<file path="src/ucrh_pkg.sv">
// Package for the USB control request handler.
// Holds codes, reset values, limits and the request/command record types.
// No dependencies; every other file refers to it by scoped names.
package ucrh_pkg;

	localparam int QUEUE_DEPTH = 2;

	localparam logic [16:0] MAX_TRANSFER = 17'd4096;

	// Event kinds.
	localparam logic [1:0] KIND_SETUP    = 2'd0;
	localparam logic [1:0] KIND_BUS_RST  = 2'd1;
	localparam logic [1:0] KIND_CONSUMED = 2'd2;

	// Request type field, bits 6:5 of bmRequestType.
	localparam logic [1:0] RTYPE_STD   = 2'd0;
	localparam logic [1:0] RTYPE_CLASS = 2'd1;

	// Standard request codes.
	localparam logic [7:0] STD_GET_STATUS        = 8'd0;
	localparam logic [7:0] STD_CLEAR_FEATURE     = 8'd1;
	localparam logic [7:0] STD_SET_FEATURE       = 8'd3;
	localparam logic [7:0] STD_SET_ADDRESS       = 8'd5;
	localparam logic [7:0] STD_GET_DESCRIPTOR    = 8'd6;
	localparam logic [7:0] STD_SET_DESCRIPTOR    = 8'd7;
	localparam logic [7:0] STD_GET_CONFIGURATION = 8'd8;
	localparam logic [7:0] STD_SET_CONFIGURATION = 8'd9;
	localparam logic [7:0] STD_GET_INTERFACE     = 8'd10;
	localparam logic [7:0] STD_SET_INTERFACE     = 8'd11;
	localparam logic [7:0] STD_SYNC_FRAME        = 8'd12;

	// Class request codes.
	localparam logic [7:0] REQ_SET_REPORT = 8'd9;
	localparam logic [7:0] REQ_SET_IDLE   = 8'd10;

	// Descriptor types.
	localparam logic [7:0] DESC_DEVICE = 8'h01;
	localparam logic [7:0] DESC_CONFIG = 8'h02;
	localparam logic [7:0] DESC_STRING = 8'h03;
	localparam logic [7:0] DESC_REPORT = 8'h22;

	// Device states.
	localparam logic [2:0] ST_ATTACHED   = 3'd1;
	localparam logic [2:0] ST_DEFAULT    = 3'd2;
	localparam logic [2:0] ST_ADDRESS    = 3'd3;
	localparam logic [2:0] ST_CONFIGURED = 3'd4;

	// Pending operations.
	localparam logic [1:0] OP_NONE    = 2'd0;
	localparam logic [1:0] OP_RECEIVE = 2'd1;
	localparam logic [1:0] OP_INIT    = 2'd3;

	// Buffer selects.
	localparam logic [2:0] BUF_IN     = 3'd0;
	localparam logic [2:0] BUF_OUT    = 3'd1;
	localparam logic [2:0] BUF_DEV    = 3'd2;
	localparam logic [2:0] BUF_CFG    = 3'd3;
	localparam logic [2:0] BUF_STR0   = 3'd4;
	localparam logic [2:0] BUF_MAN    = 3'd5;
	localparam logic [2:0] BUF_PROD   = 3'd6;
	localparam logic [2:0] BUF_REPORT = 3'd7;

	localparam logic [16:0] LEN_OUT_STAGE = 17'h40;
	localparam logic [16:0] LEN_EP1_OUT   = 17'h80;
	localparam logic [16:0] LEN_REPORT_HDR = 17'd64;

	// Configuration register indexes and reset values.
	localparam logic [2:0] REG_DEV_LEN    = 3'd0;
	localparam logic [2:0] REG_STR0_LEN   = 3'd1;
	localparam logic [2:0] REG_MAN_LEN    = 3'd2;
	localparam logic [2:0] REG_PROD_LEN   = 3'd3;
	localparam logic [2:0] REG_REPORT_LEN = 3'd4;

	localparam logic [7:0]  RST_DEV_LEN    = 8'd18;
	localparam logic [7:0]  RST_STR0_LEN   = 8'd4;
	localparam logic [7:0]  RST_MAN_LEN    = 8'd56;
	localparam logic [7:0]  RST_PROD_LEN   = 8'd28;
	localparam logic [11:0] RST_REPORT_LEN = 12'd76;

	typedef struct packed {
		logic        valid;
		logic        ep;
		logic [2:0]  buf_sel;
		logic        dir_in;
		logic [16:0] len;
		logic        cfg;
	} cmd_t;

	typedef struct packed {
		logic [1:0]       n;
		cmd_t [2:0]       cmd;
		logic [2:0]       state;
		logic [6:0]       addr;
		logic [1:0]       op;
		logic [15:0]      rep;
	} job_t;

	typedef struct packed {
		cmd_t        cmd;
		logic        too_long;
		logic [2:0]  state;
		logic [6:0]  addr;
		logic [1:0]  op;
		logic [15:0] rep;
		logic        last;
	} res_t;

endpackage

</file>
<file path="src/ucrh_front.sv">
// Front end of the USB control request handler: configuration registers,
// device state and request decoding into a command list per request.
// Depends on ucrh_pkg.
module ucrh_front (
	input  logic                clk,
	input  logic                arst_n,
	input  logic                in_valid,
	output logic                in_stall,
	input  logic [1:0]          event_kind,
	input  logic [7:0]          request_type_byte,
	input  logic [7:0]          request_code,
	input  logic [15:0]         request_value,
	input  logic [15:0]         request_index,
	input  logic [15:0]         request_length,
	input  logic                cfg_we,
	input  logic [2:0]          cfg_index,
	input  logic [11:0]         cfg_data,
	input  logic                q_full,
	output logic                push,
	output ucrh_pkg::job_t      job
);

	logic [7:0]  dev_len_q, str0_len_q, man_len_q, prod_len_q;
	logic [11:0] report_len_q;
	logic [2:0]  state_q, state_d;
	logic [6:0]  addr_q, addr_d;
	logic [1:0]  op_q, op_d;
	logic [15:0] rl_q, rl_d;
	logic [1:0]  n;
	ucrh_pkg::cmd_t [2:0] cmds;
	ucrh_pkg::cmd_t c_ack, c_out_stage;
	logic [1:0]  rtype;
	logic [7:0]  dtype, dindex;
	logic [16:0] len17;
	logic        consumed;

	assign in_stall = q_full;
	assign push     = in_valid && !q_full;
	assign rtype    = request_type_byte[6:5];
	assign dtype    = request_value[15:8];
	assign dindex   = request_value[7:0];
	assign len17    = {1'b0, request_length};

	always_comb begin
		c_ack       = '{valid: 1'b1, ep: 1'b0, buf_sel: ucrh_pkg::BUF_IN, dir_in: 1'b1,
			len: 17'd0, cfg: 1'b0};
		c_out_stage = '{valid: 1'b1, ep: 1'b0, buf_sel: ucrh_pkg::BUF_OUT, dir_in: 1'b0,
			len: ucrh_pkg::LEN_OUT_STAGE, cfg: 1'b0};
	end

	always_comb begin
		state_d  = state_q;
		addr_d   = addr_q;
		op_d     = op_q;
		rl_d     = rl_q;
		cmds     = '0;
		n        = 2'd0;
		consumed = 1'b0;
		unique case (event_kind)
			ucrh_pkg::KIND_SETUP: begin
				if (rtype == ucrh_pkg::RTYPE_STD) begin
					unique case (request_code) inside
						ucrh_pkg::STD_SET_ADDRESS: begin
							if (request_value != 16'd0) begin
								state_d = ucrh_pkg::ST_ADDRESS;
								addr_d  = request_value[6:0];
								op_d    = ucrh_pkg::OP_INIT;
								cmds[0] = c_ack;
								n       = 2'd1;
							end else if (state_q != ucrh_pkg::ST_CONFIGURED) begin
								state_d = ucrh_pkg::ST_DEFAULT;
							end
						end
						ucrh_pkg::STD_SET_CONFIGURATION: begin
							if (state_q == ucrh_pkg::ST_ADDRESS) begin
								state_d = ucrh_pkg::ST_CONFIGURED;
								cmds[0] = c_ack;
								n       = 2'd1;
							end
						end
						ucrh_pkg::STD_GET_DESCRIPTOR: begin
							cmds[0].valid  = 1'b1;
							cmds[0].dir_in = 1'b1;
							n              = 2'd1;
							if (dtype == ucrh_pkg::DESC_DEVICE) begin
								cmds[0].buf_sel = ucrh_pkg::BUF_DEV;
								cmds[0].len     = {9'd0, dev_len_q};
							end else if (dtype == ucrh_pkg::DESC_CONFIG) begin
								cmds[0].buf_sel = ucrh_pkg::BUF_CFG;
								cmds[0].len     = len17;
							end else if (dtype == ucrh_pkg::DESC_STRING && dindex == 8'd0) begin
								cmds[0].buf_sel = ucrh_pkg::BUF_STR0;
								cmds[0].len     = ({9'd0, str0_len_q} < len17) ?
									{9'd0, str0_len_q} : len17;
							end else if (dtype == ucrh_pkg::DESC_STRING && dindex == 8'd1) begin
								cmds[0].buf_sel = ucrh_pkg::BUF_MAN;
								cmds[0].len     = ({9'd0, man_len_q} < len17) ?
									{9'd0, man_len_q} : len17;
							end else if (dtype == ucrh_pkg::DESC_STRING && dindex == 8'd2) begin
								cmds[0].buf_sel = ucrh_pkg::BUF_PROD;
								cmds[0].len     = ({9'd0, prod_len_q} < len17) ?
									{9'd0, prod_len_q} : len17;
							end else if (dtype == ucrh_pkg::DESC_REPORT) begin
								cmds[0].buf_sel = ucrh_pkg::BUF_REPORT;
								cmds[0].len     = {5'd0, report_len_q};
							end else begin
								n = 2'd0;
							end
							if (n == 2'd1) begin
								cmds[1] = c_out_stage;
								n       = 2'd2;
							end else begin
								cmds[0] = c_out_stage;
								n       = 2'd1;
							end
						end
						ucrh_pkg::STD_GET_STATUS, ucrh_pkg::STD_CLEAR_FEATURE,
						ucrh_pkg::STD_SET_FEATURE, ucrh_pkg::STD_SET_DESCRIPTOR,
						ucrh_pkg::STD_GET_INTERFACE, ucrh_pkg::STD_SET_INTERFACE,
						ucrh_pkg::STD_SYNC_FRAME: begin
						end
						ucrh_pkg::STD_GET_CONFIGURATION: begin
							if (request_value == 16'd0 && request_index == 16'd0 &&
								request_length == 16'd1) begin
								cmds[0] = '{valid: 1'b1, ep: 1'b0, buf_sel: ucrh_pkg::BUF_OUT,
									dir_in: 1'b0, len: len17,
									cfg: (state_q == ucrh_pkg::ST_CONFIGURED)};
								n       = 2'd1;
							end
						end
						default: begin
							cmds[0] = '{valid: 1'b1, ep: 1'b0, buf_sel: ucrh_pkg::BUF_OUT,
								dir_in: 1'b0, len: len17, cfg: 1'b0};
							cmds[1] = c_ack;
							cmds[2] = '{valid: 1'b1, ep: 1'b1, buf_sel: ucrh_pkg::BUF_OUT,
								dir_in: 1'b0, len: ucrh_pkg::LEN_EP1_OUT, cfg: 1'b0};
							n       = 2'd3;
							op_d    = ucrh_pkg::OP_RECEIVE;
						end
					endcase
				end else if (rtype == ucrh_pkg::RTYPE_CLASS) begin
					if (request_code == ucrh_pkg::REQ_SET_IDLE) begin
						cmds[0] = c_ack;
						n       = 2'd1;
					end else if (request_code == ucrh_pkg::REQ_SET_REPORT) begin
						cmds[0] = '{valid: 1'b1, ep: 1'b0, buf_sel: ucrh_pkg::BUF_OUT,
							dir_in: 1'b0, len: len17 + ucrh_pkg::LEN_REPORT_HDR, cfg: 1'b0};
						n       = 2'd1;
						rl_d    = request_length;
						op_d    = ucrh_pkg::OP_RECEIVE;
					end
				end
			end
			ucrh_pkg::KIND_BUS_RST: begin
				state_d = ucrh_pkg::ST_DEFAULT;
			end
			ucrh_pkg::KIND_CONSUMED: begin
				if (op_q == ucrh_pkg::OP_RECEIVE) begin
					consumed = 1'b1;
					rl_d     = 16'd0;
					op_d     = ucrh_pkg::OP_NONE;
					cmds[0]  = c_ack;
					n        = 2'd1;
				end
			end
			default: begin
			end
		endcase
		// A request that queues no transfer still yields one status result.
		if (n == 2'd0) begin
			n = 2'd1;
		end
		job.n     = n;
		job.cmd   = cmds;
		job.state = state_d;
		job.addr  = addr_d;
		job.op    = op_d;
		job.rep   = consumed ? rl_q : rl_d;
	end

	always_ff @(posedge clk or negedge arst_n) begin
		if (!arst_n) begin
			state_q <= ucrh_pkg::ST_ATTACHED;
			addr_q  <= 7'd0;
			op_q    <= ucrh_pkg::OP_NONE;
			rl_q    <= 16'd0;
		end else if (push) begin
			state_q <= state_d;
			addr_q  <= addr_d;
			op_q    <= op_d;
			rl_q    <= rl_d;
		end
	end

	always_ff @(posedge clk or negedge arst_n) begin
		if (!arst_n) begin
			dev_len_q    <= ucrh_pkg::RST_DEV_LEN;
			str0_len_q   <= ucrh_pkg::RST_STR0_LEN;
			man_len_q    <= ucrh_pkg::RST_MAN_LEN;
			prod_len_q   <= ucrh_pkg::RST_PROD_LEN;
			report_len_q <= ucrh_pkg::RST_REPORT_LEN;
		end else if (cfg_we) begin
			unique case (cfg_index)
				ucrh_pkg::REG_DEV_LEN:    dev_len_q    <= cfg_data[7:0];
				ucrh_pkg::REG_STR0_LEN:   str0_len_q   <= cfg_data[7:0];
				ucrh_pkg::REG_MAN_LEN:    man_len_q    <= cfg_data[7:0];
				ucrh_pkg::REG_PROD_LEN:   prod_len_q   <= cfg_data[7:0];
				ucrh_pkg::REG_REPORT_LEN: report_len_q <= cfg_data;
				default: begin
				end
			endcase
		end
	end

endmodule

</file>
<file path="src/ucrh_queue.sv">
// Short request queue between the front and back ends of the handler.
// Register array with wrapping pointers and an occupancy count.
// Depends on ucrh_pkg for the request record type.
module ucrh_queue #(
	parameter int DEPTH = ucrh_pkg::QUEUE_DEPTH
) (
	input  logic           clk,
	input  logic           arst_n,
	input  logic           push,
	input  ucrh_pkg::job_t push_job,
	input  logic           pop,
	output logic           full,
	output logic           empty,
	output ucrh_pkg::job_t head
);

	localparam int AW = (DEPTH > 1) ? $clog2(DEPTH) : 1;
	localparam int CW = $clog2(DEPTH + 1);

	ucrh_pkg::job_t mem_q [DEPTH];
	logic [AW-1:0] wr_ptr_q, rd_ptr_q;
	logic [CW-1:0] count_q;

	assign full  = (count_q == CW'(DEPTH));
	assign empty = (count_q == '0);
	assign head  = mem_q[rd_ptr_q];

	always_ff @(posedge clk) begin
		if (push) begin
			mem_q[wr_ptr_q] <= push_job;
		end
	end

	always_ff @(posedge clk or negedge arst_n) begin
		if (!arst_n) begin
			wr_ptr_q <= '0;
			rd_ptr_q <= '0;
			count_q  <= '0;
		end else begin
			if (push) begin
				wr_ptr_q <= (wr_ptr_q == AW'(DEPTH - 1)) ? '0 : wr_ptr_q + 1'b1;
			end
			if (pop) begin
				rd_ptr_q <= (rd_ptr_q == AW'(DEPTH - 1)) ? '0 : rd_ptr_q + 1'b1;
			end
			if (push && !pop) begin
				count_q <= count_q + 1'b1;
			end else if (pop && !push) begin
				count_q <= count_q - 1'b1;
			end
		end
	end

	a_count_bound: assert property (@(posedge clk) disable iff (!arst_n)
		count_q <= CW'(DEPTH))
		else $error("queue occupancy above depth");

endmodule

</file>
<file path="src/ucrh_back.sv">
// Back end of the handler: steps through the commands of the request at the
// head of the queue, one result per cycle while the output is not stalled,
// into a registered output stage. Depends on ucrh_pkg.
module ucrh_back (
	input  logic           clk,
	input  logic           arst_n,
	input  logic           empty,
	input  ucrh_pkg::job_t head,
	output logic           pop,
	output logic           out_valid,
	input  logic           out_stall,
	output ucrh_pkg::res_t res
);

	logic [1:0]     k_q;
	logic           out_valid_q;
	ucrh_pkg::res_t res_q;
	ucrh_pkg::cmd_t cur;
	logic           load, is_last;

	assign cur     = head.cmd[k_q];
	assign is_last = (k_q == head.n - 2'd1);
	assign load    = !empty && (!out_valid_q || !out_stall);
	assign pop     = load && is_last;

	assign out_valid = out_valid_q;
	assign res       = res_q;

	always_ff @(posedge clk or negedge arst_n) begin
		if (!arst_n) begin
			out_valid_q <= 1'b0;
			k_q         <= 2'd0;
		end else begin
			if (load) begin
				out_valid_q <= 1'b1;
				k_q         <= is_last ? 2'd0 : k_q + 2'd1;
			end else if (!out_stall) begin
				out_valid_q <= 1'b0;
			end
		end
	end

	always_ff @(posedge clk) begin
		if (load) begin
			res_q.cmd      <= cur;
			res_q.too_long <= (cur.len > ucrh_pkg::MAX_TRANSFER);
			res_q.state    <= head.state;
			res_q.addr     <= head.addr;
			res_q.op       <= head.op;
			res_q.rep      <= head.rep;
			res_q.last     <= is_last;
		end
	end

	a_status_last: assert property (@(posedge clk) disable iff (!arst_n)
		out_valid_q && !res_q.cmd.valid |-> res_q.last)
		else $error("status result not marked last");

	a_index_bound: assert property (@(posedge clk) disable iff (!arst_n)
		!empty |-> (k_q < head.n))
		else $error("command index past end of request");

	a_pop_last: assert property (@(posedge clk) disable iff (!arst_n)
		pop |=> (out_valid_q && res_q.last && k_q == 2'd0))
		else $error("request released before its last result");

endmodule

</file>
<file path="src/usb_control_request_handler_top.sv">
// An accepted request is written into the queue on the accepting edge; its first result is then
// loaded into the output register. Throughput: one result per cycle while the output is not
// stalled, one per command; a request yields one to three results.
// Requests are accepted back to back until the queue fills, as it can when results back up.
// Reset is asynchronous and active low: device state attached, address zero, no pending
// operation, report length zero, registers at their default descriptor lengths.
module usb_control_request_handler_top #(
	parameter int QUEUE_DEPTH = ucrh_pkg::QUEUE_DEPTH
) (
	input  logic        clk,
	input  logic        arst_n,
	input  logic        in_valid,
	output logic        in_stall,
	input  logic [1:0]  event_kind,
	input  logic [7:0]  request_type_byte,
	input  logic [7:0]  request_code,
	input  logic [15:0] request_value,
	input  logic [15:0] request_index,
	input  logic [15:0] request_length,
	output logic        out_valid,
	input  logic        out_stall,
	output logic        transfer_valid,
	output logic        endpoint_number,
	output logic [2:0]  buffer_select,
	output logic        direction_in,
	output logic [16:0] transfer_length,
	output logic        too_long,
	output logic [2:0]  state_now,
	output logic [6:0]  address_now,
	output logic [1:0]  pending_op,
	output logic [15:0] report_bytes,
	output logic        config_value,
	output logic        last,
	input  logic        cfg_we,
	input  logic [2:0]  cfg_index,
	input  logic [11:0] cfg_data
);

	ucrh_pkg::job_t push_job, head;
	ucrh_pkg::res_t res;
	logic           push, pop, q_full, q_empty;

	ucrh_front u_front (
		.clk               (clk),
		.arst_n            (arst_n),
		.in_valid          (in_valid),
		.in_stall          (in_stall),
		.event_kind        (event_kind),
		.request_type_byte (request_type_byte),
		.request_code      (request_code),
		.request_value     (request_value),
		.request_index     (request_index),
		.request_length    (request_length),
		.cfg_we            (cfg_we),
		.cfg_index         (cfg_index),
		.cfg_data          (cfg_data),
		.q_full            (q_full),
		.push              (push),
		.job               (push_job)
	);

	ucrh_queue #(
		.DEPTH (QUEUE_DEPTH)
	) u_queue (
		.clk      (clk),
		.arst_n   (arst_n),
		.push     (push),
		.push_job (push_job),
		.pop      (pop),
		.full     (q_full),
		.empty    (q_empty),
		.head     (head)
	);

	ucrh_back u_back (
		.clk       (clk),
		.arst_n    (arst_n),
		.empty     (q_empty),
		.head      (head),
		.pop       (pop),
		.out_valid (out_valid),
		.out_stall (out_stall),
		.res       (res)
	);

	assign transfer_valid  = res.cmd.valid;
	assign endpoint_number = res.cmd.ep;
	assign buffer_select   = res.cmd.buf_sel;
	assign direction_in    = res.cmd.dir_in;
	assign transfer_length = res.cmd.len;
	assign too_long        = res.too_long;
	assign state_now       = res.state;
	assign address_now     = res.addr;
	assign pending_op      = res.op;
	assign report_bytes    = res.rep;
	assign config_value    = res.cmd.cfg;
	assign last            = res.last;

endmodule
</file>
<file path="config.mk">
export PLATFORM = sky130hd
export DESIGN_NAME = usb_control_request_handler_top
export DESIGN_NICKNAME = d
export VERILOG_FILES = /design/src/ucrh_pkg.sv /design/src/ucrh_front.sv /design/src/ucrh_queue.sv /design/src/ucrh_back.sv /design/src/usb_control_request_handler_top.sv
export SDC_FILE = /design/constraint.sdc
export NUM_CORES = 1
export LEC_CHECK = 0
export BUFFER_PORTS_ARGS = -buffer_cell sky130_fd_sc_hd__buf_4
export CAP_MARGIN = 40
export CORE_ASPECT_RATIO = 1.75
export CORE_UTILIZATION = 40
export DETAILED_ROUTE_END_ITERATION = 6
export GPL_TIMING_DRIVEN = 1
export SYNTH_ARGS = -nofsm -noshare
export SYNTH_HDL_FRONTEND = slang
export SYNTH_SLANG_ARGS = --single-unit
</file>
<file path="constraint.sdc">
create_clock -name clk -period 7.1 [get_ports clk]
set_input_delay 1.42 -clock clk [delete_from_list [all_inputs] [get_ports clk]]
set_output_delay 1.42 -clock clk [all_outputs]
set_load 0.02 [all_outputs]
</file>
Word-level counts from Yosys, hierarchy flattened
Memory sizes are Yosys's and may differ from the RTL's. Index checks and enable logic that the tools add are counted.

Order comparisons: 5. Equal/unequal tests: 32. Reductions and logical operators: 37. Div/mod/pow operators: 0. Shifts and indexed selects: 0. Bitwise gates (word level): 0. Add/subtract/negate cells: 7. Mux-type cells: 90. Multiply operators: 0.

Operators by type and width (number): $mux W24 (11); $mux W16 (9); $pmux W24 S5 (1); $mux W48 (2); $pmux W24 S2 (2); $mux W17 (5); $bmux W24 S2 (1); $lt A8 B16 Y1 (3); $mux W2 (22); $eq A8 B4 Y1 const B (5); $eq A8 B2 Y1 const B (4); $logic_not A16 Y1 (2); $pmux W16 S2 (1); $mux W3 (10); $mux W7 (4); $eq A8 B1 Y1 const B (3); $eq A8 B3 Y1 const B (3); $mux W22 (1); $reduce_or A10 Y1 (2); $add A16 B7 Y17 const B (1); $gt A17 B13 Y1 const B (1); $eq A16 B1 Y1 const B (1); $logic_not A8 Y1 (2); $reduce_bool A16 Y1 (1); 27 further kinds (74).

Flip-flop bits (word level): 133. Bits in latches: 0. Logic and storage cells: 198. Memories: 1. Bits in read-only memories: 0. Input port bits: 86. Output and inout port bits: 56. RAM bits: 204.

Memories: u_queue.mem_q (depth 2, bits a word 102, rd ports 1, clocked after Yosys merged registers in 0, wr ports 1, line ucrh_queue.sv:20) `ucrh_pkg::job_t mem_q [DEPTH];`.

Longest topological paths before layout
Gate-level depths: netlist (run 1).

Word-level depth: 17. Depth in mapped cells: 10. Gate-level depth less buffers: 9.

Modules after synthesis
Synthesis (run 1) repeated with hierarchy kept, for this count alone.

Cells, all modules: 1107. Area total of the unflattened synthesis: 15539.9 um2.

By module, submodules not included: ucrh_queue (sequential area each 6226.0 um2, cells each 333, area each 7562.3 um2, times used 1); ucrh_front (sequential area each 1818.0 um2, cells each 615, area each 5584.1 um2, times used 1); ucrh_back (sequential area each 1696.6 um2, cells each 159, area each 2393.5 um2, times used 1).

Least setup slack after synthesis (run 1)
No wires, ideal clock.

Path kind: input to register. Start point: in in_valid. End point: mem u_queue.mem_q[0][0] (netlist name), enable pin. Data required time: 6628 ps. Path buffers: 1. Arrival: 4097 ps. Library setup time: 472 ps. Slack: 2531 ps. Stages: 3. Path through: nand2_1 > clkbuf_1 > nor2_1.

Word-level cells in the longest chain between the ends: 3.

RTL lines: start: declaration (line usb_control_request_handler_top.sv:12) `input logic in_valid,`; $logic_and A1 B1 Y1 (line ucrh_front.sv:38) `assign push = in_valid && !q_full;`; $mux W1 (line ucrh_queue.sv:29) `if (push) begin`; $mux W1 (implied by the code) (line ucrh_queue.sv:30) `mem_q[wr_ptr_q] <= push_job;`; end: declaration (line ucrh_queue.sv:20).

Every way passes these cells.

==> flow_metrics.py, run 1 <==
metrics = {
    "outcome": {
        "status": "finished, final reports clean",
    },
    "worst_hold_path": {
        "worstHoldPathCells": 2,
        "hp-class": "flip-flop to flip-flop",
        "hp-start": "u_front.addr_q[5]",
        "hold_end": "u_front.addr_q[5]",
    },
    "global_routing": {
        "grt_remaining_overflow": 0,
        "grt_max_degree": 56,
        "track_usage": 0.197,
        "grt_pass1_wl_um": 43000,
        "antenna_found_initial": 0,
        "first_global_vias": 7577,
    },
    "timing": {
        "rsz0062_at_grt": "no",
        "tightest_slew_ps": 917,
        "finalSetupViolCount": 0,
        "fin_hold_ws_ps": 470,
        "setup_slack_ps": 3060,
        "hold_viol_final": 0,
        "slew_viol_final": 0,
        "clock_skew_ps": 12.1,
        "slew_headroom": 0.380,
        "setup_tns_ps": 0,
        "fmax_mhz": 247,
        "layout_min_cycle_time_ps": 4040,
        "post-route-period-util": 0.570,
    },
    "placed_design": {
        "port_buffers": 135,
        "place_ws_ps": 2590,
        "hpwl_um": 20900,
        "routabilityCongestion": 0.972,
        "placedInstanceArea_um2": 13000,
    },
    "floorplan": {
        "start_util": 0.408,
        "fp.dieH_um": 226,
        "core-area_um2": 28000,
        "io_pins": 142,
        "core.rowCount": 81,
        "fp.dieW_um": 130,
        "dieArea_um2": 29300,
    },
    "critical_path": {
        "cp_common_cell": "nor3_1",
        "worstPathMaxFanout": 6,
        "r2r_cells": 8,
        "endpoint_kind": "flip-flop",
        "worstSetupPathType": "input port to flip-flop",
        "worstPathCellList": "buf_4 -> or4_1 -> nor2_1 -> nand2_1 -> o21ai_0 -> o221a_4 -> nor3_1 -> nor3_1",
        "cp.arrival_ps": 4310,
        "cp-start-kind": "input port",
        "critical_path.max_stage_delay_ps": 740,
        "r2r-end": "u_queue.mem_q[1][30]",
        "timing.rr.start": "u_front.str0_len_q[6]",
        "regToRegSetupSlack_ps": 3970,
        "cp.required_ps": 7370,
        "slowest_stage": "o21ai_0",
    },
    "clocking": {
        "max-clock-path-buffers": 3,
        "cts-hold-fix-buffers": 0,
        "numClockSinks": 247,
        "cts_tree": "yes",
        "root_buffer": "clkbuf_16",
        "clkLatencyLatePin_ps": 520,
        "cts_htree_levels": 1,
        "numCtsBuffers": 23,
        "path_clk_slew_ps": 60,
        "post-cts-setup-buffers": 0,
        "cts_resized": 0,
    },
    "synthesis": {
        "synth_seq_cells": 247,
        "synth_seq_area_share": 0.616,
        "syn_area_um2": 11400,
        "synthFlopType": "edfxtp_1",
        "syn_inst": 894,
        "yosys-top-cells-area": "edfxtp_1 44%, dfrtp_1 14%, mux2_2 8.6%",
        "synth_top_cell_area_share": 0.442,
        "async_flop_share": 0.320,
        "synth_cell_type_count": 73,
        "yosysWarnings": 0,
        "synth_edf_count": 168,
        "synth_area_per_cell_um2": 12.8,
        "yosysTopAreaCell": "edfxtp_1",
        "syn_nets": 1004,
    },
    "cells_and_area": {
        "fin_nets": 1152,
        "syn_to_final_growth_pct": 19.5,
        "fin_util": 0.488,
        "drive_above_1_share": 0.295,
        "n_antenna_cell": 0,
        "fillers": 2556,
        "finalInstanceArea_um2": 13700,
    },
    "pwr": {
        "power.density_nw_per_um2": 343,
        "peakVddDrop_uv": 203,
        "p_leak_nw": 5.35,
    },
    "flow_run": {
        "drv.max_cap_violation_count": 0,
    },
    "route": {
        "wl_per_cell_um": 19.5,
        "firstDrtPassIters": 5,
        "drt_iter0_drc": 428,
        "via_per_inst": 5.39,
        "detail-route-antenna-nets": 0,
        "drt_wl_total_um": 28000,
        "vias": 7713,
        "post-route-drc-count": 0,
    },
}
==> cells in the final DEF (no fill, tap or decap), types with 15 or more instances in the layout <==
cell type / synthesis / routed
dfrtp_1: 66 / 65
nand2_1: 101 / 101
mux2i_1: 24 / 24
clkbuf_16: 0 / 23
edfxtp_1: 168 / 168
buf_4: 1 / 153
nor3_1: 25 / 24
nand3_1: 22 / 22
o21ai_0: 37 / 37
a21oi_1: 31 / 31
inv_1: 17 / 16
nand4_1: 21 / 21
nor2_1: 57 / 56
a22o_1: 15 / 15
mux2_2: 87 / 87
ha_1: 24 / 24
==> metal layers <==
metal,wire [um],track usage,part of all wire
met5,0,0,0
met4,1190,0.0908,0.043
met3,1160,0.0226,0.041
met2,15300,0.365,0.54
met1,10400,0.221,0.37
==> registers in the layout, indices dropped and copies added (netlist names) <==
register	count
u_queue.rd_ptr_q	1
u_front.report_len_q	12
u_back.res	54
u_queue.mem_q	114
u_front.dev_len_q	8
u_queue.wr_ptr_q	1
u_front.man_len_q	8
u_queue.count_q	2
u_front.addr_q	7
u_front.str0_len_q	8
u_front.rl_q	16
u_back.k_q	2
u_back.out_valid	1
u_front.state_q	3
u_front.prod_len_q	8
u_front.op_q	2
==> worst max-delay path, delay by kind of cell <==
kind / cells / cell delay (ps)
and+or+nand+nor: 5 / 1620
AOI/OAI and AO/OA: 2 / 1140
buffers and inverters: 1 / 140
==> cells by family (layout without fill, tap and decap cells) <==
logic type                 Yosys count  count (layout)  synth area share
DFF                                247             247             0.616
AOI/OAI and AO/OA                  144             144            0.0863
xor gates and xnor gates             9               9           0.00690
adders and majority gates           24              24            0.0263
muxes                              113             113             0.111
and+or+nand+nor                    307             307             0.136
buffers and inverters               50             215            0.0176
==> power breakdown <==
group	switching (mW)	total [mW]	internal, mW	leakage, nW
logic	0.777	1.33	0.554	2.42
registers	0.156	2.21	2.05	2.59
clock network	0.512	1.14	0.632	0.336
==> per-stage QoR <==
step	std cells	total power, mW
after detailed placement	1390	3.59
after global routing	1432	4.91
after global placement	1385	3.55
final	1432	4.68
after floorplan	894	3.05
after CTS	1432	4.74
==> cell usage after synthesis (all sizes together) (2+ instances only) <==
master / n
nor2: 58
nand4: 21
nand3b: 2
or4: 4
o221a: 3
o211ai: 9
clkbuf: 25
a221oi: 8
or3: 4
nor2b: 9
dfstp: 13
dfrtp: 66
and3: 8
a211o: 2
a211oi: 3
xnor2: 5
nand3: 22
or2: 6
a21oi: 31
and4: 4
xor2: 4
nand2b: 8
mux4: 2
ha: 24
nor3: 26
mux2: 87
inv: 17
o21ai: 40
a31oi: 10
nor4b: 6
o21a: 4
a21o: 3
o22ai: 2
nor3b: 4
nor4: 11
mux2i: 24
a22o: 15
a22oi: 2
and2: 9
edfxtp: 168
nand2: 101
buf: 7
==> worst max path at each step <==
stage	start	end	slack, ps	cells past startpoint
2_1_floorplan	in_valid	u_queue.mem_q[0][0]	2530	3
3_3_place_gp	request_length[11]	u_queue.mem_q[0][30]	2670	8
3_5_place_dp	request_length[11]	u_queue.mem_q[0][32]	2590	8
4_1_cts	request_length[11]	u_queue.mem_q[0][32]	3120	8
5_1_grt	request_length[12]	u_queue.mem_q[1][32]	2920	8
6_report	request_length[11]	u_queue.mem_q[1][30]	3060	8
==> layout make-up <==
cell class / count / area [um^2] / share of cell area
clock buffers: 34 / 647 / 0.0474
clock inverters: 8 / 42.5 / 0.00312
inverters: 18 / 67.6 / 0.00495
multi-input cells: 597 / 4200 / 0.308
flip-flops and latches: 247 / 7040 / 0.516
well taps: 373 / 467 / 0.0342
repair buffers: 155 / 1190 / 0.0870
No activity file was read; power rests on OpenSTA's default activity.
==> inputs of run 2 (changes only) <==
--- a/config.mk
+++ b/config.mk
@@ -5,6 +5,7 @@
 export SDC_FILE = /design/constraint.sdc
 export NUM_CORES = 1
 export LEC_CHECK = 0
+export ABC_AREA = 1
 export BUFFER_PORTS_ARGS = -buffer_cell sky130_fd_sc_hd__buf_4
 export CAP_MARGIN = 40
 export CORE_ASPECT_RATIO = 1.75
==> constraint.sdc (replaced) <==
create_clock -name clk -period 3.75 [get_ports clk]
set_input_delay 0.75 -clock clk [delete_from_list [all_inputs] [get_ports clk]]
set_output_delay 0.75 -clock clk [all_outputs]
set_load 0.02 [all_outputs]
==> flow_metrics.py, run 2 <==
metrics = {
    "outcome": {
        "status": "finished, final reports clean",
    },
    "cells_and_area": {
        "layout_common_cells": "308 x nand2_1, 168 x edfxtp_1, 154 x buf_4",
        "syn_to_final_growth_pct": 18.9,
        "final_common_cell": "nand2_1",
        "final_cells": 1771,
        "largest_reg_flops": 114,
        "n_antenna_cell": 0,
        "drive_above_1_share": 0.199,
        "regArea_um2": 7040,
        "largest_register": "u_queue.mem_q",
        "multiInputGateArea_um2": 4240,
        "fillers": 2784,
        "fin_nets": 1484,
        "finalInstanceArea_um2": 14200,
        "fin_util": 0.484,
    },
    "pwr": {
        "power_frac_seq": 0.452,
        "p_leak_nw": 6.03,
        "power.density_nw_per_um2": 686,
        "sw_frac_of_total": 0.334,
        "p_total_mw": 9.71,
        "p_sw_mw": 3.25,
        "comb_power_share": 0.305,
        "p_int_mw": 6.46,
        "p_clk_frac": 0.243,
        "peakVddDrop_uv": 333,
    },
    "critical_path": {
        "startpoint": "request_length[3]",
        "regToRegSetupSlack_ps": 1180,
        "endpoint_kind": "flip-flop",
        "path_delay_family": "simple AND/OR/NAND/NOR gates",
        "crit_buf_inv": 2,
        "cp.required_ps": 4080,
        "r2r-end": "u_back.res[29]",
        "cp-start-kind": "input port",
        "cp_common_cell": "nand2_1",
        "critical_path.max_stage_delay_ps": 300,
        "cp.arrival_ps": 2990,
        "slowest_stage": "ha_1",
        "worstSetupPathType": "input port to flip-flop",
        "worstPathCellList": "buf_4 -> inv_1 -> ha_1 -> a21oi_1 -> nand2_1 -> nand2_1 -> nand2_1 -> nand2_1 -> nand3_1 -> nand3b_1 -> nand2_1 -> a21oi_1 -> nor2_1 -> nor2_1",
        "r2r_cells": 9,
        "worstPathMaxFanout": 8,
        "timing.rr.start": "u_queue.rd_ptr_q",
    },
    "floorplan": {
        "core.rowCount": 83,
        "core-area_um2": 29300,
        "fp.dieH_um": 230,
        "fp.dieW_um": 132,
        "dieArea_um2": 30500,
        "start_util": 0.407,
        "io_pins": 142,
    },
    "clocking": {
        "clkLatencyLatePin_ps": 520,
        "path_clk_slew_ps": 70,
        "cts_resized": 0,
        "numClockSinks": 247,
        "cts_htree_levels": 1,
        "root_buffer": "clkbuf_16",
        "cts-hold-fix-buffers": 0,
        "max-clock-path-buffers": 3,
        "numCtsBuffers": 23,
        "cts_tree": "yes",
        "post-cts-setup-buffers": 0,
    },
    "placed_design": {
        "port_buffers": 135,
        "place_ws_ps": 683,
        "placedInstanceArea_um2": 13400,
        "hpwl_um": 23700,
        "dp.cells": 1731,
        "routabilityCongestion": 0.909,
    },
    "timing": {
        "fmax_mhz": 376,
        "slew_viol_final": 0,
        "finalSetupViolCount": 0,
        "tightest_slew_ps": 843,
        "setup_tns_ps": 0,
        "post-route-period-util": 0.710,
        "fin_hold_ws_ps": 276,
        "clock_skew_ps": 10.3,
        "rsz0062_at_grt": "no",
        "slew_headroom": 0.437,
        "layout_min_cycle_time_ps": 2660,
        "setup_slack_ps": 1090,
        "hold_viol_final": 0,
    },
    "synthesis": {
        "synth_seq_cells": 247,
        "async_flop_share": 0.320,
        "synth_seq_area_share": 0.591,
        "syn_nets": 1339,
        "yosys-top-cells-area": "edfxtp_1 42%, dfrtp_1 14%, nand2_1 9.7%",
        "syn_area_um2": 11900,
        "yosysWarnings": 0,
        "synth_top_cell_area_share": 0.423,
        "synth_edf_count": 168,
        "yosysTopAreaCell": "edfxtp_1",
        "synthFlopType": "edfxtp_1",
        "synth_area_per_cell_um2": 9.70,
        "synth_commonest_cells": "308 x nand2_1, 168 x edfxtp_1, 114 x inv_1",
        "synth.most_common_cell": "nand2_1",
        "synth_cell_type_count": 58,
        "syn_inst": 1229,
    },
    "global_routing": {
        "grt_use_met3": 0.0209,
        "grt_max_degree": 56,
        "antenna_found_initial": 0,
        "use_met2": 0.402,
        "first_global_vias": 8824,
        "grt_pass1_wl_um": 48300,
        "met1_usage": 0.226,
        "grt.busiest_layer": "met2",
        "grt_remaining_overflow": 0,
        "track_usage": 0.208,
    },
    "route": {
        "drt_iter0_drc": 620,
        "vias": 9056,
        "via_per_inst": 5.11,
        "firstDrtPassIters": 7,
        "drt_wl_total_um": 31300,
        "wl_per_cell_um": 17.7,
        "post-route-drc-count": 0,
        "detail-route-antenna-nets": 0,
    },
    "flow_run": {
        "drv.max_cap_violation_count": 0,
    },
    "worst_hold_path": {
        "hp-class": "input port to asynchronous set/reset pin",
    },
}
[run 2: changes by cell type in the layout (fill, tap and decap cells not counted), sizes merged, moves of 10 or more]
cell,change
nand3,+38
o21bai,+10
a21oi,+13
o21ai,+77
nor3,-12
a22o,-15
mux2i,-23
mux2,-83
nand2,+219
nor2,+65
o22ai,+10
inv,+108
[run 2: logic make-up (layout without fill, tap and decap cells)]
family                   Yosys count  in the layout  share of synthesized area
buffers and inverters            164            324                     0.0549
flip-flops                       247            247                      0.591
multiplexers                       5              5                    0.00462
AO/OA/AOI/OAI                    219            219                      0.107
XOR/XNOR                           6              6                    0.00441
AND/OR/NAND/NOR                  564            564                      0.213
adder cells (fa/ha/maj)           24             24                     0.0252
[run 2: area by class of cell]
cell class,instances,area share
sequential,247,0.497
multi-input combinational,818,0.299
timing repair buffer,155,0.0830
clock buffer,29,0.0429
inverter,129,0.0348
tap,382,0.0337
clock inverter,11,0.00936
[run 2: how the worst max path moves through the flow]
stage,cells past startpoint,endpoint,slack [ps]
floorplan,8,u_queue.count_q[1],560
global route,9,u_back.res[29],940
CTS,9,u_back.res[29],1090
finish,14,u_queue.mem_q[1][36],1090
global placement,16,u_queue.mem_q[0][36],710
detailed placement,14,u_queue.mem_q[0][36],680
[run 2: power by group through the flow]
stage / sequential [mW] / combinational [mW] / clock, mW
after global placement: 4.43 / 2.97 / 0
after global routing: 4.47 / 3.28 / 2.50
after detailed placement: 4.45 / 3.01 / 0
after floorplan: 4.79 / 1.48 / 0
final: 4.39 / 2.96 / 2.36
after CTS: 4.40 / 3.02 / 2.41
[run 2: layer usage]
metal  part of all wire  up-vias
met4              0.034        0
met2               0.55      222
met5                  0        -
li1                   -     4472
met1               0.38     4303
met3              0.037       59
==> inputs of run 3 (changes only) <==
==> constraint.sdc (replaced) <==
create_clock -name clk -period 2.3 [get_ports clk]
set_input_delay 0.46 -clock clk [delete_from_list [all_inputs] [get_ports clk]]
set_output_delay 0.46 -clock clk [all_outputs]
set_load 0.02 [all_outputs]
==> flow_metrics.py, run 3 (synthesis gave the netlist of run 2 again) <==
metrics = {
    "critical_path": {
        "regToRegSetupSlack_ps": 60,
        "r2r_cells": 12,
        "cp-start-kind": "flip-flop",
        "worstPathCellList": "ha_1 -> a21oi_1 -> o21a_1 -> nand2_1 -> nand2_2 -> nand3_1 -> nand3b_1 -> nand2_1 -> a21oi_1 -> nor2_1 -> nor2_2 -> buf_4",
        "startpoint": "u_front.man_len_q[5]",
        "slowest_stage": "dfstp_2",
        "r2r-end": "u_queue.mem_q[1][36]",
        "critPathCapture": "u_queue.mem_q[1][36]",
        "worstPathMaxFanout": 4,
        "crit_buf_inv": 1,
        "critical_path.max_stage_delay_ps": 580,
        "endpoint_kind": "flip-flop",
        "cp.required_ps": 2690,
        "path_delay_family": "simple AND/OR/NAND/NOR gates",
        "worstSetupPathType": "flip-flop to flip-flop",
        "critical_path_depth": 12,
        "cp.arrival_ps": 2630,
        "timing.rr.start": "u_front.man_len_q[5]",
    },
    "cells_and_area": {
        "final_common_cell": "nand2_1",
        "layout_common_cells": "301 x nand2_1, 263 x buf_4, 168 x edfxtp_1",
        "fin_util": 0.525,
        "final_cells": 1893,
        "largest_reg_flops": 114,
        "drive_above_1_share": 0.280,
        "fin_nets": 1605,
        "largest_register": "u_queue.mem_q",
        "n_antenna_cell": 0,
        "syn_to_final_growth_pct": 28.9,
    },
    "pwr": {
        "p_clk_frac": 0.246,
        "peakVddDrop_uv": 542,
        "p_sw_mw": 5.36,
        "p_int_mw": 11.0,
        "comb_power_share": 0.316,
        "p_leak_nw": 6.72,
        "sw_frac_of_total": 0.327,
        "power.density_nw_per_um2": 1070,
        "power_frac_seq": 0.438,
    },
    "timing": {
        "setup_tns_ps": 0,
        "clock_skew_ps": 8.42,
        "post-route-period-util": 0.972,
        "tightest_slew_ps": 621,
        "slew_viol_final": 0,
        "hold_viol_final": 0,
        "slew_headroom": 0.585,
        "layout_min_cycle_time_ps": 2240,
        "finalSetupViolCount": 0,
        "fmax_mhz": 447,
    },
    "global_routing": {
        "grt_remaining_overflow": 0,
        "first_global_vias": 9425,
        "grt_max_degree": 56,
        "track_usage": 0.215,
        "antenna_found_initial": 0,
        "grt_pass1_wl_um": 50100,
    },
    "floorplan": {
        "start_util": 0.407,
        "core-area_um2": 29300,
        "fp.dieW_um": 132,
        "core.rowCount": 83,
        "io_pins": 142,
        "fp.dieH_um": 230,
        "dieArea_um2": 30500,
    },
    "placed_design": {
        "routabilityCongestion": 0.920,
        "hpwl_um": 24800,
        "port_buffers": 135,
        "dp.cells": 1850,
    },
    "route": {
        "detail-route-antenna-nets": 0,
        "drt_iter0_drc": 515,
        "drt_wl_total_um": 32100,
        "via_per_inst": 5.00,
        "wl_per_cell_um": 16.9,
        "firstDrtPassIters": 5,
        "vias": 9460,
        "post-route-drc-count": 0,
    },
    "clocking": {
        "cts_tree": "yes",
        "numClockSinks": 247,
        "max-clock-path-buffers": 3,
        "numCtsBuffers": 23,
        "cts_htree_levels": 1,
        "path_clk_slew_ps": 60,
        "root_buffer": "clkbuf_16",
        "clkLatencyLatePin_ps": 510,
    },
    "flow_run": {
        "drv.max_cap_violation_count": 0,
    },
    "worst_hold_path": {
        "hp-class": "input port to flip-flop",
        "hp-start": "out_stall",
    },
    "outcome": {
        "status": "finished, final reports clean",
    },
}
## run 3: cell types whose count changed in the layout (fill, tap and decap cells not counted), sizes merged
cell	previous run	this run
buf	155	275
bufinv	3	5
clkbuf	29	28
clkinv	9	10
clkinvlp	2	1
dlygate4sd3	0	1
## run 3: worst min path at each step
stage	to	slack (ps)	cells past startpoint
after detailed placement	u_front.str0_len_q[0]	410	1
after CTS	u_back.out_valid	150	3
after floorplan	u_back.k_q[0]	160	0
after global placement	u_front.str0_len_q[0]	410	1
final	u_back.out_valid	170	3
after global routing	u_front.report_len_q[10]	170	2
## run 3: cell type report
class,instances,area (um^2)
clock buffer,28,604
clock inverter,13,191
fill,2720,13900
inverter,129,497
multi-input combinational,818,4350
sequential,247,7040
tap,382,478
timing repair buffer,276,2210
## run 3: tightest hold or removal path: cells and delay by family
family / cells / cell delay, ps
buffers and inverters: 1 / 80
AND/OR/NAND/NOR: 2 / 110
## run 3: per-layer routing
layer / up-vias / wire length [um] / global-route usage
li1: 4712 / - / -
met1: 4435 / 11900 / 0.231
met2: 245 / 17600 / 0.413
met3: 68 / 1180 / 0.0231
met4: 0 / 1360 / 0.101
met5: - / 0 / 0
## run 3: through the flow
step                      setup WS, ps  total power, mW  hold WS (ps)  area, um^2
after floorplan                  -2.91             10.3           164       12000
after global placement            -258             12.4           413       14500
after detailed placement          -263             12.5           409       14500
after CTS                         37.7             16.6           154       15300
after global routing             -29.5             17.3           173       15400
final                             63.7             16.4           171       15400
## run 3: power by group through the flow
| stage | clock, mW | sequential, mW | combinational (mW) |
|---|---|---|---|
| after floorplan | 0 | 7.80 | 2.48 |
| after global placement | 0 | 7.23 | 5.14 |
| after detailed placement | 0 | 7.27 | 5.23 |
| after CTS | 4.12 | 7.19 | 5.24 |
| after global routing | 4.29 | 7.32 | 5.74 |
| final | 4.04 | 7.18 | 5.18 |
## run 3: timing repair
| item | in CTS | in global routing |
|---|---|---|
| resized for setup | 0 | 22 |
| endpoints found under the setup margin | 0 | 20 |
| setup buffers | 0 | 1 |
| hold buffers | 1 | 0 |
| endpoints found under the hold margin | 16 | 0 |
